[src/sv/tcacw_pkg.sv]
`timescale 1ns / 1ps
// shared types and constants for the text console writer
// no dependencies
package tcacw_pkg;

  // screen geometry
  localparam int unsigned SCREEN_COLS = 80;
  localparam int unsigned SCREEN_ROWS = 25;
  localparam int unsigned CELLS       = SCREEN_COLS * SCREEN_ROWS;

  // cell offsets and cursor are 11 bits, columns fit a byte
  localparam int unsigned CUR_W = 11;
  localparam int unsigned COL_W = 8;

  // byte codes
  localparam logic [7:0] BYTE_ESC       = 8'h1B;
  localparam logic [7:0] BYTE_LBRACKET  = 8'h5B;
  localparam logic [7:0] BYTE_M         = 8'h6D;
  localparam logic [7:0] BYTE_NEWLINE   = 8'h0A;
  localparam logic [7:0] BYTE_BACKSPACE = 8'h08;
  localparam logic [7:0] BYTE_ERRMARK   = 8'h45;
  localparam logic [7:0] BYTE_SPACE     = 8'h20;
  localparam logic [7:0] BYTE_DIGIT_LO  = 8'h30;
  localparam logic [7:0] BYTE_DIGIT_HI  = 8'h39;

  // select graphic rendition codes
  localparam logic [7:0] CODE_RESET  = 8'd0;
  localparam logic [7:0] CODE_FG_LO  = 8'd30;
  localparam logic [7:0] CODE_FG_HI  = 8'd37;
  localparam logic [7:0] CODE_SAT    = 8'd255;

  // register reset values
  localparam logic [7:0]  DEFAULT_ATTR_RST = 8'd7;
  localparam logic [31:0] FG_MAP_RST       = 32'd1934713408;
  localparam logic [7:0]  ERROR_ATTR_RST   = 8'd64;

  // register indexes (byte address bits 3:2)
  localparam logic [1:0] REG_DEFAULT_ATTR = 2'd0;
  localparam logic [1:0] REG_FG_MAP       = 2'd1;
  localparam logic [1:0] REG_ERROR_ATTR   = 2'd2;

  typedef enum logic [1:0] {
    MODE_TEXT,
    MODE_ESC,
    MODE_CSI
  } mode_e;

  typedef struct packed {
    logic [7:0]  default_attr;
    logic [31:0] fg_map;
    logic [7:0]  error_attr;
  } cfg_t;

  typedef struct packed {
    logic             write_enable;
    logic [CUR_W-1:0] cell_index;
    logic [7:0]       glyph;
    logic [7:0]       attribute;
    logic [CUR_W-1:0] cursor_pos;
    logic             error_flag;
  } res_t;

endpackage

[src/sv/tcacw_core.sv]
`timescale 1ns / 1ps
// escape parser, attribute and cursor state; one result per accepted byte
// depends on tcacw_pkg
module tcacw_core (
  input  logic              clk_i,
  input  logic              rst_ni,
  input  logic              accept_i,
  input  logic [7:0]        char_byte_i,
  input  logic              set_position_i,
  input  logic [7:0]        pos_x_i,
  input  logic [7:0]        pos_y_i,
  input  tcacw_pkg::cfg_t   cfg_i,
  output tcacw_pkg::res_t   result_o
);
  import tcacw_pkg::*;

  mode_e            mode_q, mode_d, mode_eff;
  logic [7:0]       accum_q, accum_d;
  logic [7:0]       attr_q, attr_d;
  logic [CUR_W-1:0] cursor_q, cursor_d, cur_eff;
  logic [COL_W-1:0] col_q, col_d, col_eff;

  logic             pos_in_range;
  logic [15:0]      pos_lin;
  logic             do_text;
  logic [11:0]      accum_wide;
  logic [7:0]       code_off;
  logic [2:0]       nib_sel;
  logic [3:0]       fg_nib;
  logic             is_digit;
  res_t             res;

  assign pos_in_range = (pos_x_i < 8'(SCREEN_COLS)) && (pos_y_i < 8'(SCREEN_ROWS));
  assign pos_lin      = 16'(pos_y_i) * 16'(SCREEN_COLS) + 16'(pos_x_i);
  assign is_digit     = (char_byte_i >= BYTE_DIGIT_LO) && (char_byte_i <= BYTE_DIGIT_HI);
  assign accum_wide   = 12'(accum_q) * 12'd10 + 12'(char_byte_i[3:0]);
  assign code_off     = accum_q - CODE_FG_LO;
  assign nib_sel      = code_off[2:0];
  assign fg_nib       = cfg_i.fg_map[{nib_sel, 2'b00} +: 4];

  always_comb begin
    // a new start position also drops any open escape sequence
    if (set_position_i) begin
      mode_eff = MODE_TEXT;
      cur_eff  = pos_in_range ? pos_lin[CUR_W-1:0] : CUR_W'(CELLS);
      col_eff  = pos_x_i;
    end else begin
      mode_eff = mode_q;
      cur_eff  = cursor_q;
      col_eff  = col_q;
    end

    mode_d   = MODE_TEXT;
    accum_d  = accum_q;
    attr_d   = attr_q;
    cursor_d = cur_eff;
    col_d    = col_eff;
    do_text  = 1'b0;
    res      = '0;

    unique case (mode_eff)
      MODE_ESC: begin
        if (char_byte_i == BYTE_LBRACKET) begin
          mode_d  = MODE_CSI;
          accum_d = '0;
        end else begin
          do_text = 1'b1;
        end
      end
      MODE_CSI: begin
        if (is_digit) begin
          mode_d  = MODE_CSI;
          accum_d = (accum_wide > 12'(CODE_SAT)) ? CODE_SAT : accum_wide[7:0];
        end else if (char_byte_i == BYTE_M) begin
          if (accum_q == CODE_RESET) begin
            attr_d = cfg_i.default_attr;
          end else if (accum_q >= CODE_FG_LO && accum_q <= CODE_FG_HI) begin
            attr_d = {attr_q[7:4], fg_nib};
          end
        end else begin
          do_text = 1'b1;
        end
      end
      MODE_TEXT: begin
        do_text = 1'b1;
      end
      default: begin
        do_text = 1'b1;
      end
    endcase

    if (do_text) begin
      priority if (char_byte_i == BYTE_ESC) begin
        mode_d = MODE_ESC;
      end else if (cur_eff >= CUR_W'(CELLS)) begin
        // off screen: mark the last cell, cursor holds
        res.write_enable = 1'b1;
        res.cell_index   = CUR_W'(CELLS - 1);
        res.glyph        = BYTE_ERRMARK;
        res.attribute    = cfg_i.error_attr;
        res.error_flag   = 1'b1;
      end else if (char_byte_i == BYTE_NEWLINE) begin
        cursor_d = cur_eff + (CUR_W'(SCREEN_COLS) - CUR_W'(col_eff));
        col_d    = '0;
      end else if (char_byte_i == BYTE_BACKSPACE) begin
        res.write_enable = 1'b1;
        res.cell_index   = cur_eff;
        res.glyph        = BYTE_SPACE;
        res.attribute    = attr_q;
      end else begin
        res.write_enable = 1'b1;
        res.cell_index   = cur_eff;
        res.glyph        = char_byte_i;
        res.attribute    = attr_q;
        cursor_d         = cur_eff + CUR_W'(1);
        col_d            = (col_eff == COL_W'(SCREEN_COLS - 1)) ? '0 : col_eff + COL_W'(1);
      end
    end

    res.cursor_pos = cursor_d;
  end

  assign result_o = res;

  always_ff @(posedge clk_i or negedge rst_ni) begin
    if (!rst_ni) begin
      mode_q   <= MODE_TEXT;
      accum_q  <= '0;
      attr_q   <= DEFAULT_ATTR_RST;
      cursor_q <= '0;
      col_q    <= '0;
    end else if (accept_i) begin
      mode_q   <= mode_d;
      accum_q  <= accum_d;
      attr_q   <= attr_d;
      cursor_q <= cursor_d;
      col_q    <= col_d;
    end
  end

  a_cursor_bound: assert property (@(posedge clk_i) disable iff (!rst_ni)
    cursor_q <= CUR_W'(CELLS))
    else $error("cursor beyond end of screen");

  a_col_tracks: assert property (@(posedge clk_i) disable iff (!rst_ni)
    (cursor_q < CUR_W'(CELLS)) |-> (col_q < COL_W'(SCREEN_COLS)))
    else $error("column out of range while on screen");

  a_esc_opens: assert property (@(posedge clk_i) disable iff (!rst_ni)
    (accept_i && !set_position_i && mode_q == MODE_TEXT && char_byte_i == BYTE_ESC)
      |=> (mode_q == MODE_ESC))
    else $error("escape byte did not open a sequence");

  a_cursor_held: assert property (@(posedge clk_i) disable iff (!rst_ni)
    (accept_i && result_o.error_flag) |=> (cursor_q == CUR_W'(CELLS)))
    else $error("cursor moved on off-screen byte");

endmodule

[src/sv/tcacw_skid.sv]
`timescale 1ns / 1ps
// two-entry result buffer: output register plus skid register
// depends on tcacw_pkg
module tcacw_skid (
  input  logic            clk_i,
  input  logic            rst_ni,
  input  logic            push_i,
  input  tcacw_pkg::res_t push_data_i,
  input  logic            out_stall_i,
  output logic            out_valid_o,
  output tcacw_pkg::res_t out_data_o,
  output logic            full_o
);
  import tcacw_pkg::*;

  logic main_valid_q, main_valid_d;
  logic skid_valid_q, skid_valid_d;
  res_t main_q, main_d;
  res_t skid_q, skid_d;
  logic pop;
  logic main_free;

  assign pop       = main_valid_q && !out_stall_i;
  assign main_free = !main_valid_q || pop;

  always_comb begin
    main_valid_d = main_valid_q;
    skid_valid_d = skid_valid_q;
    main_d       = main_q;
    skid_d       = skid_q;
    if (main_free) begin
      // skid entry is older than any new request
      if (skid_valid_q) begin
        main_d       = skid_q;
        main_valid_d = 1'b1;
        skid_valid_d = 1'b0;
      end else begin
        main_d       = push_data_i;
        main_valid_d = push_i;
      end
    end else if (push_i) begin
      skid_d       = push_data_i;
      skid_valid_d = 1'b1;
    end
  end

  always_ff @(posedge clk_i or negedge rst_ni) begin
    if (!rst_ni) begin
      main_valid_q <= 1'b0;
      skid_valid_q <= 1'b0;
    end else begin
      main_valid_q <= main_valid_d;
      skid_valid_q <= skid_valid_d;
    end
  end

  always_ff @(posedge clk_i) begin
    main_q <= main_d;
    skid_q <= skid_d;
  end

  assign out_valid_o = main_valid_q;
  assign out_data_o  = main_q;
  assign full_o      = skid_valid_q;

  a_skid_behind_main: assert property (@(posedge clk_i) disable iff (!rst_ni)
    skid_valid_q |-> main_valid_q)
    else $error("skid entry without output entry");

  a_skid_fill: assert property (@(posedge clk_i) disable iff (!rst_ni)
    $rose(skid_valid_q) |-> $past(main_valid_q && out_stall_i && push_i))
    else $error("skid filled without a stalled output");

  a_no_push_full: assert property (@(posedge clk_i) disable iff (!rst_ni)
    skid_valid_q |-> !push_i)
    else $error("request taken while buffer full");

endmodule

[src/sv/text_console_ansi_color_writer.sv]
`timescale 1ns / 1ps
// a byte's result is registered in the output register, or in the skid entry while the output is stalled
// throughput: one byte per cycle while the buffer is not full; parser and cursor update are combinational logic
// an output stall parks one result in the skid entry; the input stalls while it is full
// reset: parser to text, cursor to 0, attribute and registers to their reset values
// top level: apb register file, console core and result buffer; uses tcacw_pkg
module text_console_ansi_color_writer (
  input  logic        clk_i,
  input  logic        rst_ni,
  // configuration
  input  logic        psel,
  input  logic        penable,
  input  logic        pwrite,
  input  logic [3:0]  paddr,
  input  logic [31:0] pwdata,
  output logic [31:0] prdata,
  output logic        pready,
  // byte stream
  input  logic        in_valid_i,
  output logic        in_stall_o,
  input  logic [7:0]  char_byte_i,
  input  logic        set_position_i,
  input  logic [7:0]  pos_x_i,
  input  logic [7:0]  pos_y_i,
  // cell writes
  output logic        out_valid_o,
  input  logic        out_stall_i,
  output logic        write_enable_o,
  output logic [tcacw_pkg::CUR_W-1:0] cell_index_o,
  output logic [7:0]  glyph_o,
  output logic [7:0]  attribute_o,
  output logic [tcacw_pkg::CUR_W-1:0] cursor_pos_o,
  output logic        error_flag_o
);
  import tcacw_pkg::*;

  cfg_t cfg_q;
  logic cfg_wr;
  logic in_accept;
  res_t core_res;
  res_t out_res;
  logic buf_full;

  assign pready = 1'b1;
  assign cfg_wr = psel && penable && pwrite && pready;

  always_ff @(posedge clk_i or negedge rst_ni) begin
    if (!rst_ni) begin
      cfg_q.default_attr <= DEFAULT_ATTR_RST;
      cfg_q.fg_map       <= FG_MAP_RST;
      cfg_q.error_attr   <= ERROR_ATTR_RST;
    end else if (cfg_wr) begin
      unique case (paddr[3:2])
        REG_DEFAULT_ATTR: cfg_q.default_attr <= pwdata[7:0];
        REG_FG_MAP:       cfg_q.fg_map       <= pwdata;
        REG_ERROR_ATTR:   cfg_q.error_attr   <= pwdata[7:0];
        default: ;
      endcase
    end
  end

  always_comb begin
    unique case (paddr[3:2])
      REG_DEFAULT_ATTR: prdata = 32'(cfg_q.default_attr);
      REG_FG_MAP:       prdata = cfg_q.fg_map;
      REG_ERROR_ATTR:   prdata = 32'(cfg_q.error_attr);
      default:          prdata = '0;
    endcase
  end

  assign in_stall_o = buf_full;
  assign in_accept  = in_valid_i && !buf_full;

  tcacw_core u_core (
    .clk_i          (clk_i),
    .rst_ni         (rst_ni),
    .accept_i       (in_accept),
    .char_byte_i    (char_byte_i),
    .set_position_i (set_position_i),
    .pos_x_i        (pos_x_i),
    .pos_y_i        (pos_y_i),
    .cfg_i          (cfg_q),
    .result_o       (core_res)
  );

  tcacw_skid u_skid (
    .clk_i       (clk_i),
    .rst_ni      (rst_ni),
    .push_i      (in_accept),
    .push_data_i (core_res),
    .out_stall_i (out_stall_i),
    .out_valid_o (out_valid_o),
    .out_data_o  (out_res),
    .full_o      (buf_full)
  );

  assign write_enable_o = out_res.write_enable;
  assign cell_index_o   = out_res.cell_index;
  assign glyph_o        = out_res.glyph;
  assign attribute_o    = out_res.attribute;
  assign cursor_pos_o   = out_res.cursor_pos;
  assign error_flag_o   = out_res.error_flag;

endmodule

[config.mk]
export PLATFORM = sky130hd
export DESIGN_NAME = text_console_ansi_color_writer
export DESIGN_NICKNAME = d
export VERILOG_FILES = /design/src/sv/tcacw_pkg.sv /design/src/sv/tcacw_core.sv /design/src/sv/tcacw_skid.sv /design/src/sv/text_console_ansi_color_writer.sv
export SDC_FILE = /design/constraint.sdc
export NUM_CORES = 1
export LEC_CHECK = 0
export ABC_CLOCK_PERIOD_IN_PS = 4850
export BUFFER_PORTS_ARGS = -buffer_cell sky130_fd_sc_hd__buf_2
export CAP_MARGIN = 25
export CORE_MARGIN = 3
export CORE_UTILIZATION = 55
export DETAILED_ROUTE_END_ITERATION = 10
export PLACE_DENSITY = 0.8
export SLEW_MARGIN = 20
export SYNTH_ARGS = -nofsm -noshare
export SYNTH_HDL_FRONTEND = slang
export SYNTH_SLANG_ARGS = --single-unit
[constraint.sdc]
create_clock -name clk_i -period 4.85 [get_ports clk_i]
set_input_delay 0.97 -clock clk_i [delete_from_list [all_inputs] [get_ports clk_i]]
set_output_delay 0.97 -clock clk_i [all_outputs]
set_load 0.02 [all_outputs]
# Word-level counts from Yosys, hierarchy flattened
# Index checks and enable logic that the tools add are counted.
[op_classes]
n_eq_ne = 12
n_reduce_logical = 23
n_mul = 2
muxes = 43
bitwise = 2
n_addsub = 7
shift = 1
magnitude_cmp = 8
[ops]
columns = ["cell", "n"]
rows = [
  ["two-way mux 28 bit", 4],
  ["one-hot mux 32 bit (3 select lines)", 1],
  ["two-way mux 8 bit", 11],
  ["two-way mux 11 bit", 7],
  ["two-way mux 40 bit", 1],
  ["indexed part select 32 x 6 -> 4 bit", 1],
  ["equality test 8 x 7 -> 1 bit, second input constant", 3],
  ["equality test 8 x 4 -> 1 bit, second input constant", 2],
  ["less-or-equal comparator 8 x 6 -> 1 bit, second input constant", 2],
  ["two-way mux 16 bit", 1],
  ["one-hot mux 8 bit (2 select lines)", 1],
  ["adder 12 x 4 -> 12 bit", 1],
  ["> comparator 12 x 8 -> 1 bit, second input constant", 1],
  ["adder 11 x 1 -> 11 bit, second input constant", 1],
  ["adder 11 bit", 1],
  ["adder 11 x 8 -> 11 bit", 1],
  ["greater-or-equal comparator 11 bit, second input constant", 1],
  ["multiplier 8 x 3 -> 11 bit, second input constant", 1],
  ["two-way mux 2 bit", 5],
  ["AND reduction 5 bit", 2],
  ["two-way mux 1 bit", 9],
  ["subtractor 7 x 8 -> 9 bit, first input constant", 1],
  ["adder 8 x 1 -> 8 bit, second input constant", 1],
  ["equality test 8 x 5 -> 1 bit, second input constant", 1],
  ["21 further kinds", 38],
]
[word_totals]
wordCells = 121
ff_bits = 167
output_inout_bits = 75
in_bits = 68

# Logic depth before layout (Yosys ltp)
[logic_depth]
ltp_word = 11
mapped_depth = 17
mapped_depth_nobuf = 17

# Modules after synthesis
# A second synthesis with hierarchy kept.
[unflattened]
hier_cells = 863
area_unflattened_um2 = 10075.9
[by_module_without_submodules]
columns = ["mod", "n_inst", "area_each_um2", "cells_each"]
rows = [
  ["tcacw_core", 1, 4700.8, 570],
  ["tcacw_skid", 1, 3165.5, 131],
  ["text_console_ansi_color_writer", 1, 2209.6, 162],
]

# Worst setup path before layout
# OpenSTA, ideal clock, no wires.
[synth_timing]
path_kind = "input -> register"
start = "input port pos_y_i[1]"
end = "register u_skid.main_q, in the netlist u_skid.out_data_o[11], data pin"
cell_stages = 16
t_required_ns = 4.586
n_path_buf = 1
arrival_ns = 4.489
path_slack_ns = 0.097
cell_sequence = "ha_1 ha_1 fa_1 clkbuf_1 nand3_1 o211ai_1 xor2_1 a31o_2 inv_1 ha_1 nand4_1 and3_1 a221o_1 nor3_4 mux2i_1 o41a_1"
[synth_between]
elab_chain_cells = 11
elab_cells_between_ends = 15
classes_between = "add/sub (3); mul (1); order compare (2); mux (8); reduce/logical (1)"
[synth_rtl]
columns = ["item", "line_no", "source"]
rows = [
  ["start, declared", "text_console_ansi_color_writer.sv:24", "input logic [7:0] pos_y_i,"],
  ["multiplier 8 x 3 -> 7 bit or < comparator 8 x 5 -> 1 bit (tied branches)", "tcacw_core.sv:34, tcacw_core.sv:33", ""],
  ["adder 11 x 8 -> 11 bit or logical AND 1 bit (tied branches)", "tcacw_core.sv:34, tcacw_core.sv:33", ""],
  ["two-way mux 11 bit (*)", "tcacw_core.sv:45", "cur_eff = pos_in_range ? pos_lin[CUR_W-1:0] : CUR_W'(CELLS);"],
  ["two-way mux 11 bit (*)", "tcacw_core.sv:43", "if (set_position_i) begin"],
  ["adder 11 x 1 -> 11 bit", "tcacw_core.sv:115", "cursor_d = cur_eff + CUR_W'(1);"],
  ["two-way mux 11 bit", "tcacw_core.sv:105", "end else if (char_byte_i == BYTE_BACKSPACE) begin"],
  ["two-way mux 11 bit", "tcacw_core.sv:102", "end else if (char_byte_i == BYTE_NEWLINE) begin"],
  ["two-way mux 11 bit", "tcacw_core.sv:95", "end else if (cur_eff >= CUR_W'(CELLS)) begin"],
  ["two-way mux 11 bit", "tcacw_core.sv:93", "priority if (char_byte_i == BYTE_ESC) begin"],
  ["two-way mux 11 bit (*)", "tcacw_core.sv:92", "if (do_text) begin"],
  ["two-way mux 40 bit (*)", "tcacw_skid.sv:33", "if (skid_valid_q) begin"],
  ["end signal, assigned", "tcacw_skid.sv:58", "main_q <= main_d;"],
  ["end, declared", "tcacw_skid.sv:18", "res_t main_q, main_d;"],
]
# Mark *: on every way between the ends. The rest lies on a longest branch, timed or not.
# A chain may end at the register's enable or synchronous reset.

# Final worst setup path
# Ends and elaborated chain as after synthesis.

==> flow_summary.yaml <==
routing:
  wl_met3_um: 1655
  dr.pass1.iters: 5
  first_iter_violations: 804
  viasPerCell: 6.030
  drc: 0
  dr.max_layer_used: "met4"
  route.met2.wl_um: 12560
  drt_wl_total_um: 26200
  vias: 8406
  ant_nets: 0
  routedLengthMet1_um: 11490
  wire_per_inst_um: 18.79
worst_setup_path:
  critPathMaxFanout: 5
  path_class: "primary input to register"
  start_kind: "primary input"
  cp_common_cell: "ha_1"
  cp_slowest_cell: "o41a_1"
  crit_buf_inv: 3
  worstRegToRegCells: 14
  startpoint: "pos_y_i[1]"
  end_kind: "register"
  rrSetupSlack_ns: 0.86
  cp_top_family: "compound AO/OA/AOI/OAI gates"
  path_cells: "buf_2, ha_1, ha_1, ha_1, nor2_1, a21oi_1, xnor2_1, a31o_2, inv_1, ha_1, inv_1, o21bai_1, a21oi_1, and3_1, a221o_1, nor3_4, mux2i_1, o41a_1"
  timing.rr.start: "u_core.col_q[1]$_DFFE_PN0P_"
  worst_path_largest_cell_delay_ns: 0.42
  timing.rr.end: "u_skid.out_data_o[11]$_DFFE_PN_"
  worst_ep_arrival_time_ns: 4.68
  critPathCapture: "u_skid.out_data_o[11]$_DFFE_PN_"
  cp.depth: 18
  crit_required_ns: 5.03
grt:
  grt_pass1_vias: 8273
  antenna_found_initial: 0
  grt_start_max_net_pins: 61
  grt_pass1_wl_um: 42540
  grt_overflow: 0
  grt_usage_pct: 26.53
cts:
  htreeDepth: 4
  cts_tree: "yes"
  cts_setup_buffers: 0
  cts_root_buf: "clkbuf_16"
  clk_pin_slew_ns: 0.06
  clock_latency_ns: 0.43
  cts_buffer_depth: 2
  numCtsBuffers: 17
  cts_hold_buffers: 0
  clkSinkCount: 167
die:
  die_area_mm2: 0.01994
  dieHeight_um: 141.2
  io_pins: 143
  die_w_um: 141.2
  core_area_mm2: 0.01760
  num_rows: 48
  initial_core_util_pct: 57.15
logic_synthesis:
  synth_flop_cell: "edfxtp_1"
  synthArstFlopShare_pct: 52.10
  synth_cell_types: 83
  synth_edf_count: 80
  yosysWarnings: 0
  syn_avg_cell_area_um2: 10.24
  synth_nets: 1092
  synth_area_mm2: 0.01006
  seq_area_frac_synth_pct: 45.77
  yosys.area.top_type_share_pct: 23.89
  syn_inst: 982
  ys_seq_elements: 167
  yosysTopAreaCell: "edfxtp_1"
  netlist_top_cells_area: "edfxtp_1, dfrtp_1, mux2_2"
power_and_ir_drop:
  vdd_ir_drop_max_mv: 0.3664
  leakage_nw: 5.216
  p_per_area_mw_per_mm2: 380.3
outcome:
  status: "completed"
finish:
  final_area_mm2: 0.01196
  layout_commonest_cell: "buf_2"
  fillers: 1328
  final_cell_mix: "buf_2, nand2_1, nor2_1"
  syn2layout_area_growth_pct: 18.92
  nets: 1266
  drive_gt1_share_pct: 28.83
  n_antenna_cell: 0
  utilization_pct: 67.97
timing:
  fin_crit_sh_pct: 92.82
  drv_slew: 0
  setup_violations: 0
  clock.fmax_ghz: 0.2221
  hold_viol: 0
  clock_skew_ns: 0.007116
  rsz0062_at_grt: "no"
  min_period_ns: 4.502
  maxSlewHeadroom_pct: 50.23
  worst_slew_pin_slew_ns: 0.7465
run:
  cap_violations: 0
placement:
  dp_hpwl_um: 19140
  post_dp_cell_area_mm2: 0.01134
  gp_congestion: 0.9290
  port_buffers: 139
min_path:
  hold_class: "register to register"
[worst min path at each step]
stage,from,to,slack [ns],cells after the start
4_1_cts,u_core.attr_q[2]$_DFFE_PN1P_,u_core.attr_q[2]$_DFFE_PN1P_,0.48,2
5_1_grt,u_core.col_q[4]$_DFFE_PN0P_,u_core.col_q[4]$_DFFE_PN0P_,0.52,1
6_report,u_core.attr_q[2]$_DFFE_PN1P_,u_core.attr_q[2]$_DFFE_PN1P_,0.48,2
3_3_place_gp,u_core.attr_q[2]$_DFFE_PN1P_,u_core.attr_q[2]$_DFFE_PN1P_,0.47,2
3_5_place_dp,u_core.attr_q[2]$_DFFE_PN1P_,u_core.attr_q[2]$_DFFE_PN1P_,0.47,2
2_1_floorplan,u_core.cursor_q[3]$_DFFE_PN0P_,u_core.cursor_q[3]$_DFFE_PN0P_,0.45,2
[cell type report]
type | count | area (µm²) | share of cell area [%]
multi-input combinational | 741 | 5179 | 43.30
inverter | 29 | 108.9 | 0.9101
tap | 225 | 281.5 | 2.354
timing repair buffer | 200 | 1176 | 9.834
clock buffer | 23 | 510.5 | 4.268
clock inverter | 9 | 101.3 | 0.8474
sequential | 167 | 4603 | 38.49
[metrics by stage]
step                      setup TNS [ns]  power [mW]  hold slack, ns  setup slack [ns]  std cells
after global placement                 0       3.105          0.4661           0.01288       1361
after CTS                              0       4.550          0.4835            0.3527       1394
final                                  0       4.549          0.4816            0.3483       1394
after floorplan                        0       2.685          0.4496           0.09714        982
after global routing                   0       4.770          0.5151           0.07258       1394
after detailed placement        -0.01849       3.152          0.4744          -0.01071       1362
[where the power goes]
part           switching [mW]  total (mW)  internal (mW)
registers               0.125        1.87           1.75
clock network           0.584        1.39          0.809
logic                   0.751        1.28          0.532
total                    1.46        4.55           3.09
[registers in the layout, summed over array words and instances (netlist names)]
name                cells
u_core.attr_q           8
u_skid.out_data_o      40
u_core.accum_q          8
u_skid.skid_q          40
cfg_q                  48
u_skid.out_valid_o      1
u_core.col_q            8
u_core.cursor_q        11
u_skid.full_o           1
u_core.mode_q           2
[tightest hold or removal path, cell delays in order (launching register included)]
cell and delay [ns]:
dfstp_2 0.37, nand2_1 0.04, o21ai_0 0.06
[what timing repair did]
| item | 4_1_cts | 5_1_grt |
|---|---|---|
| endpoints found under the hold margin | 0 | 0 |
| resized for setup | 0 | 1 |
| setup endpoints to repair | 0 | 1 |
[cells in the mapped netlist (all sizes together), types with 5 or more instances]
cell type and instances:
mux2 67, xor2 11, edfxtp 80, o21ai 47
nor3 21, nand2 106, and2 33, a31o 5
a22o 7, nand4 10, buf 9, xnor2 16
a21oi 51, inv 28, nand3 21, ha 38
or3 11, mux2i 34, o31ai 28, a31oi 7
or4 7, a22oi 8, and3 22, dfrtp 68
clkbuf 36, dfstp 19, a21o 5, nor2b 11
nor2 84, nand2b 9
[logic make-up (layout without fill, tap and decap cells)]
group           after synthesis  after routing  share of synthesized area (%)
simple gates                355            355                          17.50
other cells                   1              1                        0.03729
mux                         103            103                          11.33
buf+inv                      74            261                          2.924
xor+xnor                     28             28                          2.575
flops                       167            167                          45.77
compound gates              212            212                          14.33
fa+ha+maj                    42             42                          5.524
[routing by layer]
| layer | GRT usage, % | vias up |
|---|---|---|
| met1 | 36.44 | 4097 |
| met3 | 5.292 | 44 |
| met2 | 43.19 | 293 |
| li1 | - | 3972 |
| met4 | 7.190 | 0 |
| met5 | 0 | - |
Power figures use the tool's default switching activity.
